**src/rtl/afpd_pkg.sv**
```systemverilog
// Shared types and constants of the adaptive filter presence detector.
package afpd_pkg;

   // Item kinds carried by req_op.
   typedef enum logic {
      OP_SAMPLE = 1'b0,
      OP_POLL   = 1'b1
   } op_type;

   // Configuration register indexes.
   localparam logic [2:0] CSR_GAIN_HIGH       = 3'd0;
   localparam logic [2:0] CSR_GAIN_LOW        = 3'd1;
   localparam logic [2:0] CSR_DISTANCE_MIN    = 3'd2;
   localparam logic [2:0] CSR_TRIGGER_OFFSET  = 3'd3;
   localparam logic [2:0] CSR_PULSE_TIME_MAX  = 3'd4;
   localparam logic [2:0] CSR_RISE_EXTRA_TIME = 3'd5;
   localparam logic [2:0] CSR_FALL_TIMEOUT    = 3'd6;

   localparam logic [15:0] GAIN_HIGH_RESET = 16'd36045;
   localparam logic [15:0] GAIN_LOW_RESET  = 16'd9830;

   // Samples below this value do not reach the filter.
   localparam logic [15:0] MIN_SAMPLE = 16'd100;

   // Gains are fractions over 2^GAIN_SHIFT.
   localparam int GAIN_SHIFT = 16;

   // Queue between front and back end.
   localparam int QDEPTH = 4;
   localparam int QAW    = 2;

   typedef struct packed {
      logic [15:0] gain_high;
      logic [15:0] gain_low;
      logic [15:0] distance_min;
      logic [15:0] trigger_offset;
      logic [31:0] pulse_time_max;
      logic [31:0] rise_extra_time;
      logic [31:0] fall_timeout_default;
   } cfg_type;

   // One classified transaction as it waits in the queue.
   typedef struct packed {
      op_type      op;
      logic [15:0] sample;
      logic        last;
      logic [31:0] now_ms;
      logic [31:0] rise_to;
      logic [31:0] fall_to;
      logic [15:0] thr;
   } item_type;

   typedef struct packed {
      logic valid;
      logic full;
   } q_stat_type;

   typedef struct packed {
      logic pop;
      logic emit;
      logic busy;
   } bk_stat_type;

   typedef enum logic {
      BK_IDLE = 1'b0,
      BK_ACC  = 1'b1
   } back_state_type;

endpackage

```
**src/rtl/afpd_front.sv**
```systemverilog
// Front end: accept transactions and resolve timeouts and threshold.
module afpd_front (
   input  logic               req_valid,
   output logic               req_ready,
   input  logic               req_op,
   input  logic [15:0]        req_sample,
   input  logic               req_last_sample,
   input  logic [31:0]        req_now_ms,
   input  logic [31:0]        req_rise_timeout,
   input  logic [31:0]        req_fall_timeout,
   input  afpd_pkg::cfg_type  cfg,
   input  logic               q_full,
   output logic               push,
   output afpd_pkg::item_type item
);
   import afpd_pkg::*;

   logic use_default;

   assign req_ready   = !q_full;
   assign push        = req_valid && !q_full;
   // both timeouts zero select the configured defaults
   assign use_default = (req_rise_timeout == 32'd0) && (req_fall_timeout == 32'd0);

   always_comb begin
      item.op      = op_type'(req_op);
      item.sample  = req_sample;
      item.last    = req_last_sample;
      item.now_ms  = req_now_ms;
      item.rise_to = use_default ? (cfg.pulse_time_max + cfg.rise_extra_time)
                                 : req_rise_timeout;
      item.fall_to = use_default ? cfg.fall_timeout_default : req_fall_timeout;
      item.thr     = cfg.distance_min + cfg.trigger_offset;
   end

endmodule

```
**src/rtl/afpd_queue.sv**
```systemverilog
// Small first-word-fall-through queue between front and back end.
module afpd_queue (
   input  logic                  clock,
   input  logic                  reset,
   input  logic                  push,
   input  afpd_pkg::item_type    push_item,
   input  logic                  pop,
   output afpd_pkg::item_type    head,
   output afpd_pkg::q_stat_type  stat
);
   import afpd_pkg::*;

   item_type         mem_ff [QDEPTH];
   logic [QAW-1:0]   wr_ptr_ff, wr_ptr_in;
   logic [QAW-1:0]   rd_ptr_ff, rd_ptr_in;
   logic [QAW:0]     count_ff, count_in;

   assign head       = mem_ff[rd_ptr_ff];
   assign stat.valid = (count_ff != '0);
   assign stat.full  = (count_ff == (QAW+1)'(QDEPTH));

   always_comb begin
      wr_ptr_in = push ? wr_ptr_ff + 1'b1 : wr_ptr_ff;
      rd_ptr_in = pop ? rd_ptr_ff + 1'b1 : rd_ptr_ff;
      count_in  = count_ff;
      if (push && !pop) begin
         count_in = count_ff + 1'b1;
      end else if (pop && !push) begin
         count_in = count_ff - 1'b1;
      end
   end

   always_ff @(posedge clock) begin
      if (reset) begin
         wr_ptr_ff <= '0;
         rd_ptr_ff <= '0;
         count_ff  <= '0;
      end else begin
         wr_ptr_ff <= wr_ptr_in;
         rd_ptr_ff <= rd_ptr_in;
         count_ff  <= count_in;
      end
   end

   always_ff @(posedge clock) begin
      if (push) begin
         mem_ff[wr_ptr_ff] <= push_item;
      end
   end

endmodule

```
**src/rtl/afpd_back.sv**
```systemverilog
// Back end: filter multiply-accumulate, block level, detect timers, result register.
module afpd_back #(
   parameter int FRAC_BITS = 16
) (
   input  logic                  clock,
   input  logic                  reset,
   input  afpd_pkg::cfg_type     cfg,
   input  afpd_pkg::item_type    head,
   input  logic                  head_valid,
   output afpd_pkg::bk_stat_type stat,
   output logic                  rsp_valid,
   input  logic                  rsp_ready,
   output logic [15:0]           rsp_level,
   output logic                  rsp_detected
);
   import afpd_pkg::*;

   localparam int FW = 16 + FRAC_BITS;       // filter value width
   localparam int DW = FW + 1;               // signed difference
   localparam int PW = DW + 17;              // signed product
   localparam logic signed [DW-1:0] LIMIT = $signed(DW'(3) << (FRAC_BITS - 1));

   back_state_type          state_ff, state_in;

   logic [FW-1:0]           filter_ff, filter_in;
   logic                    bv_ff, bv_in;
   logic [15:0]             level_ff, level_in;
   logic                    detect_ff, detect_in;
   logic [31:0]             rise_start_ff, rise_start_in;
   logic                    rise_run_ff, rise_run_in;
   logic [31:0]             fall_start_ff, fall_start_in;
   logic                    fall_run_ff, fall_run_in;

   logic signed [PW-1:0]    prod_ff, prod_in;
   logic                    pass_ff;
   logic                    last_ff;

   logic                    rsp_valid_ff;
   logic [15:0]             rsp_level_ff;
   logic                    rsp_detected_ff;

   logic                    out_free;
   logic                    pop;
   logic                    emit;

   logic signed [DW-1:0]    diff;
   logic                    big_step;
   logic signed [16:0]      gain_s;
   logic signed [PW-1:0]    acc;
   logic [FW-1:0]           c_filter;
   logic                    c_bv;
   logic [15:0]             c_level;

   logic [31:0]             rs, fs, tr, tf, tr_run;
   logic                    p_detect, p_rise_run, p_fall_run;
   logic [31:0]             p_rise_start, p_fall_start;

   assign out_free = !rsp_valid_ff || rsp_ready;

   // Multiply stage: difference to the sample, gain choice, product.
   always_comb begin
      diff     = $signed({1'b0, head.sample, {FRAC_BITS{1'b0}}})
               - $signed({1'b0, filter_ff});
      big_step = (diff > LIMIT) || (diff < -LIMIT);
      gain_s   = $signed({1'b0, (big_step ? cfg.gain_high : cfg.gain_low)});
      prod_in  = PW'(diff) * PW'(gain_s);
   end

   // Accumulate stage: floor of product over 2^16, then close the block.
   always_comb begin
      acc      = $signed(PW'(filter_ff)) + (prod_ff >>> GAIN_SHIFT);
      c_filter = pass_ff ? acc[FW-1:0] : filter_ff;
      c_bv     = pass_ff || bv_ff;
      c_level  = level_ff;
      if (last_ff) begin
         c_level = c_bv ? c_filter[FRAC_BITS +: 16] : 16'd0;
         c_bv    = 1'b0;
      end
   end

   // Poll: threshold compare and the rise/fall debounce timers.
   always_comb begin
      rs           = rise_run_ff ? rise_start_ff : head.now_ms;
      fs           = fall_run_ff ? fall_start_ff : head.now_ms;
      tr           = head.now_ms - rs;
      tr_run       = head.now_ms - rise_start_ff;
      tf           = head.now_ms - fs;
      p_detect     = detect_ff;
      p_rise_start = 32'd0;
      p_rise_run   = 1'b0;
      p_fall_start = 32'd0;
      p_fall_run   = 1'b0;
      if (level_ff > head.thr) begin
         if (!detect_ff) begin
            if (tr >= head.rise_to) begin
               p_detect = 1'b1;
            end else begin
               p_rise_start = rs;
               p_rise_run   = 1'b1;
            end
         end
      end else if (rise_run_ff) begin
         if ((tf >= head.fall_to) || (tr_run >= head.rise_to)) begin
            p_detect = 1'b0;
         end else begin
            p_rise_start = rise_start_ff;
            p_rise_run   = 1'b1;
            p_fall_start = fs;
            p_fall_run   = 1'b1;
         end
      end else begin
         p_detect = 1'b0;
      end
   end

   always_comb begin
      state_in      = state_ff;
      pop           = 1'b0;
      emit          = 1'b0;
      filter_in     = filter_ff;
      bv_in         = bv_ff;
      level_in      = level_ff;
      detect_in     = detect_ff;
      rise_start_in = rise_start_ff;
      rise_run_in   = rise_run_ff;
      fall_start_in = fall_start_ff;
      fall_run_in   = fall_run_ff;
      unique case (state_ff)
         BK_IDLE: begin
            if (head_valid) begin
               if (head.op == OP_POLL) begin
                  if (out_free) begin
                     pop           = 1'b1;
                     emit          = 1'b1;
                     detect_in     = p_detect;
                     rise_start_in = p_rise_start;
                     rise_run_in   = p_rise_run;
                     fall_start_in = p_fall_start;
                     fall_run_in   = p_fall_run;
                  end
               end else begin
                  pop      = 1'b1;
                  state_in = BK_ACC;
               end
            end
         end
         BK_ACC: begin
            if (out_free) begin
               emit      = 1'b1;
               filter_in = c_filter;
               bv_in     = c_bv;
               level_in  = c_level;
               state_in  = BK_IDLE;
            end
         end
         default: begin
            state_in = BK_IDLE;
         end
      endcase
   end

   always_ff @(posedge clock) begin
      if (reset) begin
         state_ff <= BK_IDLE;
      end else begin
         state_ff <= state_in;
      end
   end

   always_ff @(posedge clock) begin
      if (reset) begin
         filter_ff     <= '0;
         bv_ff         <= 1'b0;
         level_ff      <= '0;
         detect_ff     <= 1'b0;
         rise_start_ff <= '0;
         rise_run_ff   <= 1'b0;
         fall_start_ff <= '0;
         fall_run_ff   <= 1'b0;
         rsp_valid_ff  <= 1'b0;
      end else begin
         filter_ff     <= filter_in;
         bv_ff         <= bv_in;
         level_ff      <= level_in;
         detect_ff     <= detect_in;
         rise_start_ff <= rise_start_in;
         rise_run_ff   <= rise_run_in;
         fall_start_ff <= fall_start_in;
         fall_run_ff   <= fall_run_in;
         if (emit) begin
            rsp_valid_ff <= 1'b1;
         end else if (rsp_ready) begin
            rsp_valid_ff <= 1'b0;
         end
      end
   end

   always_ff @(posedge clock) begin
      if (pop && (head.op == OP_SAMPLE)) begin
         prod_ff <= prod_in;
         pass_ff <= (head.sample >= MIN_SAMPLE);
         last_ff <= head.last;
      end
      if (emit) begin
         rsp_level_ff    <= level_in;
         rsp_detected_ff <= detect_in;
      end
   end

   assign rsp_valid    = rsp_valid_ff;
   assign rsp_level    = rsp_level_ff;
   assign rsp_detected = rsp_detected_ff;

   assign stat.pop  = pop;
   assign stat.emit = emit;
   assign stat.busy = (state_ff == BK_ACC);

endmodule

```
**src/rtl/adaptive_filter_presence_detector.sv**
```systemverilog
// Top level of the adaptive filter presence detector.
//
// The block takes ADC sample transactions (req_op = 0) and detection polls
// (req_op = 1) and returns one result transaction for each: the current block
// level and the detect flag as they stand after that transaction. The front
// end accepts one transaction per cycle whenever the four-entry queue has room,
// resolves default timeouts and the detection threshold, and queues it. The
// back end takes one poll per cycle while its output register is free; a
// sample holds it until its accumulate commits, because the exponential
// filter recurrence runs through filter_ff with a registered multiply
// (difference times gain) followed by the accumulate. A poll's result passes
// the queue and the result register, a sample's also the product register.
// Results sit in an output register, so a stalled rsp_ready does not stop
// acceptance until the queue fills. Configuration writes on the csr_ port
// are always taken and apply to later transactions.
module adaptive_filter_presence_detector #(
   parameter int FRAC_BITS = 16
) (
   input  logic        clock,
   input  logic        reset,
   // configuration
   input  logic        csr_valid,
   output logic        csr_ready,
   input  logic [2:0]  csr_index,
   input  logic [31:0] csr_data,
   // request channel
   input  logic        req_valid,
   output logic        req_ready,
   input  logic        req_op,
   input  logic [15:0] req_sample,
   input  logic        req_last_sample,
   input  logic [31:0] req_now_ms,
   input  logic [31:0] req_rise_timeout,
   input  logic [31:0] req_fall_timeout,
   // response channel
   output logic        rsp_valid,
   input  logic        rsp_ready,
   output logic [15:0] rsp_level,
   output logic        rsp_detected
);
   import afpd_pkg::*;

   cfg_type     cfg_ff, cfg_in;
   item_type    push_item;
   item_type    head;
   logic        push;
   q_stat_type  q_stat;
   bk_stat_type bk_stat;

   // Configuration registers: always ready, index beyond the list is dropped.
   assign csr_ready = 1'b1;

   always_comb begin
      cfg_in = cfg_ff;
      if (csr_valid) begin
         unique case (csr_index)
            CSR_GAIN_HIGH:       cfg_in.gain_high            = csr_data[15:0];
            CSR_GAIN_LOW:        cfg_in.gain_low             = csr_data[15:0];
            CSR_DISTANCE_MIN:    cfg_in.distance_min         = csr_data[15:0];
            CSR_TRIGGER_OFFSET:  cfg_in.trigger_offset       = csr_data[15:0];
            CSR_PULSE_TIME_MAX:  cfg_in.pulse_time_max       = csr_data;
            CSR_RISE_EXTRA_TIME: cfg_in.rise_extra_time      = csr_data;
            CSR_FALL_TIMEOUT:    cfg_in.fall_timeout_default = csr_data;
            default:             cfg_in = cfg_ff;
         endcase
      end
   end

   always_ff @(posedge clock) begin
      if (reset) begin
         cfg_ff.gain_high            <= GAIN_HIGH_RESET;
         cfg_ff.gain_low             <= GAIN_LOW_RESET;
         cfg_ff.distance_min         <= '0;
         cfg_ff.trigger_offset       <= '0;
         cfg_ff.pulse_time_max       <= '0;
         cfg_ff.rise_extra_time      <= '0;
         cfg_ff.fall_timeout_default <= '0;
      end else begin
         cfg_ff <= cfg_in;
      end
   end

   // Front end: accept and classify.
   afpd_front u_front (
      .req_valid        (req_valid),
      .req_ready        (req_ready),
      .req_op           (req_op),
      .req_sample       (req_sample),
      .req_last_sample  (req_last_sample),
      .req_now_ms       (req_now_ms),
      .req_rise_timeout (req_rise_timeout),
      .req_fall_timeout (req_fall_timeout),
      .cfg              (cfg_ff),
      .q_full           (q_stat.full),
      .push             (push),
      .item             (push_item)
   );

   // Queue: decouple acceptance from execution.
   afpd_queue u_queue (
      .clock     (clock),
      .reset     (reset),
      .push      (push),
      .push_item (push_item),
      .pop       (bk_stat.pop),
      .head      (head),
      .stat      (q_stat)
   );

   // Back end: execute in order and hold the result.
   afpd_back #(
      .FRAC_BITS (FRAC_BITS)
   ) u_back (
      .clock        (clock),
      .reset        (reset),
      .cfg          (cfg_ff),
      .head         (head),
      .head_valid   (q_stat.valid),
      .stat         (bk_stat),
      .rsp_valid    (rsp_valid),
      .rsp_ready    (rsp_ready),
      .rsp_level    (rsp_level),
      .rsp_detected (rsp_detected)
   );

   // Never pop an empty queue.
   assert property (@(posedge clock) disable iff (reset)
      bk_stat.pop |-> q_stat.valid)
      else $error("back end popped an empty queue");

   // Never overwrite a result that waits on a stalled response channel.
   assert property (@(posedge clock) disable iff (reset)
      (rsp_valid && !rsp_ready) |-> !bk_stat.emit)
      else $error("result overwritten while stalled");

   // Hold the back end while a sample sits between multiply and accumulate.
   assert property (@(posedge clock) disable iff (reset)
      bk_stat.busy |-> !bk_stat.pop)
      else $error("queue popped during accumulate");

   assert property (@(posedge clock) disable iff (reset)
      (bk_stat.busy && !bk_stat.emit) |=> bk_stat.busy)
      else $error("accumulate dropped before commit");

endmodule

```
**config.mk**
```make
export PLATFORM = sky130hd
export DESIGN_NAME = adaptive_filter_presence_detector
export DESIGN_NICKNAME = d
export VERILOG_FILES = /design/src/rtl/afpd_pkg.sv /design/src/rtl/afpd_front.sv /design/src/rtl/afpd_queue.sv /design/src/rtl/afpd_back.sv /design/src/rtl/adaptive_filter_presence_detector.sv
export SDC_FILE = /design/constraint.sdc
export NUM_CORES = 2
export LEC_CHECK = 0
export BUFFER_PORTS_ARGS = -buffer_cell sky130_fd_sc_hd__buf_2
export CAP_MARGIN = 10
export CORE_UTILIZATION = 30
export CTS_BUF_LIST = sky130_fd_sc_hd__clkbuf_8
export CTS_CLUSTER_DIAMETER = 150
export CTS_CLUSTER_SIZE = 24
export DETAILED_ROUTE_END_ITERATION = 10
export PLACE_DENSITY = 0.42
export SYNTH_ARGS = -nofsm -noshare
export SYNTH_HDL_FRONTEND = slang
export SYNTH_SLANG_ARGS = --single-unit
```
**constraint.sdc**
```tcl
create_clock -name clock -period 13.1 [get_ports clock]
set_input_delay 0.655 -clock clock [delete_from_list [all_inputs] [get_ports clock]]
set_output_delay 0.655 -clock clock [all_outputs]
set_load 0.02 [all_outputs]
```
After elaboration in Yosys (flattened, before gate mapping)
Memories as Yosys holds them, arrays and structs flattened. A register that Yosys moved wholly into a read port is not among the register bits.
Index checks and enable logic that the tools add are counted.
{ "word_totals": {"regBits": 352, "mem_bits_rw": 520, "input_bits": 154, "output_inout_bits": 20, "elab_cells": 139, "n_memories": 1} }
{ "memory_table": {"columns": ["name", "depth", "width", "read_ports", "rd_ports_with_merged_regs", "wr", "line", "source"], "rows": [
  ["u_queue.mem_ff", 4, 130, 1, 1, 1, "afpd_queue.sv:13", "item_type mem_ff [QDEPTH];"]
]} }
{ "op_classes": {"add_sub_neg": 11, "multipliers": 1, "order_cmp": 7, "n_eq_ne": 8, "mux": 53, "bitwise_logic": 2, "reduce_logical": 30} }
{ "op_table": {"columns": ["operator", "n"], "rows": [
  ["$mux 32", 13],
  ["$ge 32x32->1", 3],
  ["$sub 32x32->32", 3],
  ["$mux 16", 5],
  ["$add 32x32->32", 2],
  ["$logic_not 32->1", 2],
  ["$mul 33x17->48", 1],
  ["$gt 33x18->1 const B", 1],
  ["$lt 33x18->1 const B", 1],
  ["$sub 32x32->33", 1],
  ["$mux 1", 29],
  ["$add 16x16->16", 1],
  ["$ge 16x7->1 const B", 1],
  ["$gt 16x16->1", 1],
  ["$reduce_and 2->1", 8],
  ["$eq 3x3->1 const B", 4],
  ["$eq 3x2->1 const B", 2],
  ["$mux 3", 2],
  ["$logic_and 1x1->1", 5],
  ["$reduce_and 5->1", 1],
  ["$add 2x1->2 const B", 2],
  ["$logic_not 1->1", 4],
  ["$logic_or 1x1->1", 4],
  ["$mux 2", 2],
  ["other kinds (11)", 14]
]} }

Logic depth before layout (Yosys ltp)
{ "depth": {"depth_word": 11, "mapped_depth": 46, "ltp_nobuf": 37} }

Cells and area by module
From an unflattened synthesis, not the netlist that was laid out.
{ "hier_totals": {"cells_unflattened": 5844, "area_unflattened_um2": 63175.6} }
{ "by_module_without_submodules": {"columns": ["module", "n_inst", "cells_per_inst", "area_per_inst_um2", "seq_area_each_um2"], "rows": [
  ["afpd_back", 1, 4023, 33893.8, 3893.7],
  ["afpd_queue", 1, 723, 19292.3, 15795.1],
  ["adaptive_filter_presence_detector", 1, 579, 6348.6, 3203.1],
  ["afpd_front", 1, 519, 3641.0, 0.0]
]} }

Worst setup path after synthesis
No wires, ideal clock.
{ "synth_path": {"path_kind": "reg-to-reg", "start": "reg (tool-made name)", "end": "reg u_back.prod_ff[47], data pin", "setup_time_ns": 0.268, "arrival_ns": 12.103, "required_ns": 12.832, "setup_slack_ns": 0.730, "stages_incl_launch_ff": 43, "path_buffers": 7, "period_less_slack_ns": 12.370, "cell_sequence": "dfxtp_1 clkbuf_1 buf_1 clkbuf_1 clkbuf_1 buf_1 mux4_2 ha_1 a21o_1 a31oi_1 o21ai_0 a21oi_1 o21bai_1 xnor2_1 nor4_1 nand4_1 or4_1 buf_2 [7 not listed] fa_1 fa_1 inv_1 fa_1 inv_1 fa_1 inv_1 ha_1 a211o_1 o211ai_1 a31oi_1 o22a_1 a32oi_1 o211a_1 o41ai_1 and4_1 a2111oi_0 xnor3_1"} }
{ "synth_lines": {"columns": ["item", "line", "source"], "rows": [
  ["end signal, assigned", "afpd_back.sv:200", "prod_ff <= prod_in;"],
  ["end, declared", "afpd_back.sv:34", "logic signed [PW-1:0] prod_ff, prod_in;"]
]} }

Final worst setup path
{ "layout_path": {"start": "reg u_back.filter_ff[0]", "end": "reg u_back.prod_ff[47], data pin"} }
{ "layout_via": {"elab_chain_len": 5, "word_cells_on_any_way": 6, "classes_between": "add/sub (1); mul (1); order compare (2); mux (1); reduce/logical (1)"} }
{ "layout_lines": {"columns": ["item", "line", "source"], "rows": [
  ["start, declared", "afpd_back.sv:25", "logic [FW-1:0] filter_ff, filter_in;"],
  ["start signal, assigned", "afpd_back.sv:182", "filter_ff <= filter_in;"],
  ["$sub 32x32->33 *", "afpd_back.sv:63", "- $signed({1'b0, filter_ff});"],
  ["$gt 33x18->1 or $lt 33x18->1 (tied branches)", "afpd_back.sv:64", "big_step = (diff > LIMIT) || (diff < -LIMIT);"],
  ["$logic_or 1x1->1", "afpd_back.sv:64", null],
  ["$mux 16", "afpd_back.sv:65", "gain_s = $signed({1'b0, (big_step ? cfg.gain_high : cfg.gain_low)});"],
  ["$mul 33x17->48 *", "afpd_back.sv:66", "prod_in = PW'(diff) * PW'(gain_s);"],
  ["named net u_back.prod_in[47]", "afpd_back.sv:34", null]
]} }
The timed path passes the listed nets; every way through them passes the cells marked *.
A chain may end at the register's enable or synchronous reset.

==> reports/metrics.csv <==
stage,metric,value,unit
worst_setup_path,cp-end-kind,flip-flop,
yosys,synthSimpleGateAreaFrac,11.94,%
floorplan,io_pins,174,
worst_setup_path,max_stage_delay,0.66,ns
clock_tree,post_cts_resize_count,0,
clock_tree,root_buffer,clkbuf_8,
yosys,synth_flop_cell,edfxtp_1,
yosys,synth_cells,5813,
yosys,syn_nets,6880,
routing,wl_per_cell,22.20,um
yosys,async_reset_ff_share,0,%
yosys,synth_top_family_by_area,adder cells,
placement,numPortBuffers,172,
floorplan,die_area,205500,um2
run,drv_cap,0,
grt,grt_overflow,0,
floorplan,fp.dieW,453.4,um
min_path,worst_hold_path_type,input port to flip-flop,
routing,drt_iter0_drc,2982,
routing,drc,0,
layout,multi_input_area,34580,um2
yosys,synth-seq-cells,858,
floorplan,initial_core_util,30.21,%
routing,drtAntennaViolNets,0,
routing,wl,192600,um
worst_setup_path,crit_slowest_cell,or4_1,
yosys,syn-cell-area,61120,um2
worst_setup_path,crit_top_cell,fa_1,
worst_setup_path,arrival,12.80,ns
worst_setup_path,rr_endpoint,u_back.prod_ff[47],
timing,max_slew_margin,19.27,%
floorplan,die_h,453.4,um
clock_tree,htreeDepth,2,
routing,firstDrtPassIters,5,
yosys,synth_mux_area_share,6.229,%
timing,period_minus_slack,12.23,ns
routing,vias_per_cell,4.894,
min_path,hold_end,u_queue.mem_ff[0][115],
placement,place_hpwl,147200,um
layout,nets,7032,
worst_setup_path,required,13.67,ns
worst_setup_path,path_class,flip-flop to flip-flop,
clock_tree,cts.path.max_buffers,3,
timing,fin_crit_sh,93.35,%
worst_setup_path,timing.rr.start,u_back.filter_ff[0],
layout,final_common_cell,nand2_1,
worst_setup_path,rrSetupSlack,0.87,ns
yosys,avgSynthCellArea,10.51,um2
grt,grt_pass1_wl,287300,um
layout,final_util,33.01,%
clock_tree,clock_latency,0.85,ns
yosys,synth_compound_area_share,9.723,%
timing,setup_viol,0,
yosys,synth-edff-count,571,
yosys,synth_xor_area_share,3.631,%
grt,antenna_found_initial,16,
timing,maxSlewViolCount,0,
yosys,synth_fa_ha_area_share,24.78,%
run_status,outcome,completed,
layout,area_growth,9.281,%
timing,worstMarginPinSlew,1.202,ns
grt,grt_usage,18.72,%
worst_setup_path,cp_top_family,adder cells,
layout,fill_cells,20710,
min_path,hp-start,req_sample[2],
layout,most-common-layout-cells,"nand2_1 (824), inv_1 (774), edfxtp_1 (571)",
layout,drive_above_1_share,8.917,%
layout,register_area,22900,um2
floorplan,rows,165,
timing,clock.fmax,81.78,MHz
routing,vias,42470,
grt,grt_max_degree,83,
clock_tree,clk_pin_slew,0.16,ns
worst_setup_path,crit_fanout,22,
yosys,yosysSeqAreaShare,37.45,%
worst_setup_path,start_kind,flip-flop,
yosys,yosys_warnings,0,
clock_tree,numCtsBuffers,44,
timing,rsz0062_at_grt,false,
min_path,holdPathStages,1,
floorplan,core_area,202300,um2
clock_tree,cts_tree,built,
timing,setup_tns,0,ns
placement,gp_congestion,0.8491,
worst_setup_path,critPathBufInv,7,
timing,fin_worst_skew,0.09595,ns
yosys,yosysUniqueCellTypes,79,
worst_setup_path,reg2reg_depth,37,
clock_tree,clock-sinks,858,
grt,grt_pass1_vias,43080,
timing,hold_violations,0,
-- cell families (layout without fill, tap and decap cells) --
logic type / count (synthesis) / after routing
AND/OR/NAND/NOR: 1658 / 1658
buffers and inverters: 979 / 1166
AO/OA/AOI/OAI: 940 / 940
adder cells (fa/ha/maj): 913 / 913
flip-flops: 858 / 858
XOR/XNOR: 251 / 251
multiplexers: 213 / 213
other: 1 / 7
-- synthesized netlist by cell type (6+ instances only) --
| master | count | area (um2) |
|---|---|---|
| a2111oi_0 | 34 | 297.8 |
| a211o_1 | 8 | 70.07 |
| a211oi_1 | 26 | 195.2 |
| a21boi_0 | 9 | 67.56 |
| a21o_1 | 195 | 1464 |
| a21oi_1 | 395 | 1977 |
| a31o_2 | 12 | 105.1 |
| a31oi_1 | 21 | 131.4 |
| and2_1 | 46 | 287.8 |
| and3_1 | 28 | 175.2 |
| and4_1 | 7 | 61.31 |
| buf_1 | 25 | 93.84 |
| buf_2 | 31 | 155.2 |
| buf_4 | 8 | 60.06 |
| buf_6 | 7 | 78.83 |
| clkbuf_1 | 162 | 608.1 |
| dfxtp_1 | 287 | 5746 |
| edfxtp_1 | 571 | 17150 |
| fa_1 | 496 | 9930 |
| ha_1 | 417 | 5218 |
| inv_1 | 745 | 2796 |
| mux2_2 | 8 | 90.09 |
| mux2i_1 | 66 | 660.6 |
| mux4_2 | 130 | 2928 |
| nand2_1 | 824 | 3093 |
| nand2b_1 | 33 | 206.5 |
| nand3_1 | 54 | 270.3 |
| nand3b_1 | 48 | 360.4 |
| nand4_1 | 42 | 262.8 |
| nor2_1 | 382 | 1434 |
| nor2b_1 | 41 | 256.5 |
| nor3_1 | 82 | 410.4 |
| nor4_1 | 32 | 200.2 |
| o2111ai_1 | 10 | 87.58 |
| o211ai_1 | 6 | 45.04 |
| o21a_1 | 37 | 277.8 |
| o21ai_0 | 102 | 510.5 |
| o21bai_1 | 27 | 202.7 |
| o31ai_1 | 13 | 97.59 |
| or2_2 | 6 | 37.54 |
| or3_1 | 20 | 125.1 |
| xnor2_1 | 162 | 1419 |
| xor2_1 | 87 | 762.0 |
-- state kept, by name, summed over array words and instances, names as in the netlist, named ones only --
name                  count
u_back.rise_run_ff        1
u_back.filter_ff         32
u_back.level_ff          16
u_back.prod_ff           32
cfg_ff                  160
u_back.rise_start_ff     32
u_queue.rd_ptr_ff         2
u_back.pass_ff            1
u_back.bv_ff              1
u_back.rsp_valid          1
u_queue.wr_ptr_ff         2
u_queue.mem_ff          520
u_queue.count_ff          3
u_back.last_ff            1
u_back.rsp_detected       1
u_back.rsp_level         16
u_back.fall_run_ff        1
u_back.detect_ff          1
u_back.fall_start_ff     32
u_back.state_ff           1
-- layout make-up --
class                   instances  area share (%)
diodes                          6         0.02248
clock inverters                37          0.3784
clock buffers                  44          0.9066
flip-flops and latches        858           34.29
well taps                    2672           5.005
multi-input cells            3976           51.77
inverters                     745           4.187
repair buffers                340           3.447
-- per-layer routing --
layer / global-route usage [%] / wire length, um
met1: 27.56 / 93870
met2: 29.14 / 85750
met3: 1.923 / 7551
met4: 4.909 / 5414
met5: 0 / 30
-- worst max path at each step --
stage	startpoint	to	slack (ns)	cells past startpoint
4_1_cts	flip-flop	u_back.prod_ff[47]	0.75	36
5_1_grt	u_back.filter_ff[0]	u_back.prod_ff[47]	0.15	36
2_1_floorplan	flip-flop	u_back.prod_ff[47]	0.73	42
3_5_place_dp	flip-flop	u_back.prod_ff[47]	0.75	36
3_3_place_gp	flip-flop	u_back.prod_ff[47]	0.84	37
6_report	u_back.filter_ff[0]	u_back.prod_ff[47]	0.87	37
-- metrics by stage --
stage / hold slack, ns / instance area, um2 / std cells / setup slack, ns
detailed placement: 0.4457 / 65300 / 8527 / 0.7506
global route: 0.02294 / 66800 / 8678 / 0.1544
global placement: 0.4375 / 65300 / 8527 / 0.8433
CTS: 0.0004343 / 66740 / 8666 / 0.7517
floorplan: 0.4316 / 61120 / 5813 / 0.7298
finish: 0.09134 / 66800 / 8678 / 0.8717
-- repair_timing --
action                                 CTS  global route
setup endpoints to repair                0             1
setup buffers                            0             6
hold buffers                            58             0
endpoints found under the hold margin  208             0
-- worst register-to-register path: cells and delay by family (launching register included) --
kind	cells	cell delay, ns
flops	1	0.34
xor+xnor	2	0.42
simple gates	10	3.44
fa+ha+maj	8	3.55
buf+inv	7	0.78
mux	1	0.65
compound gates	9	2.80
Power is left out: the tool's default activity adds up to more than one toggle a clock period on the data nets, which glitch-free logic cannot reach.
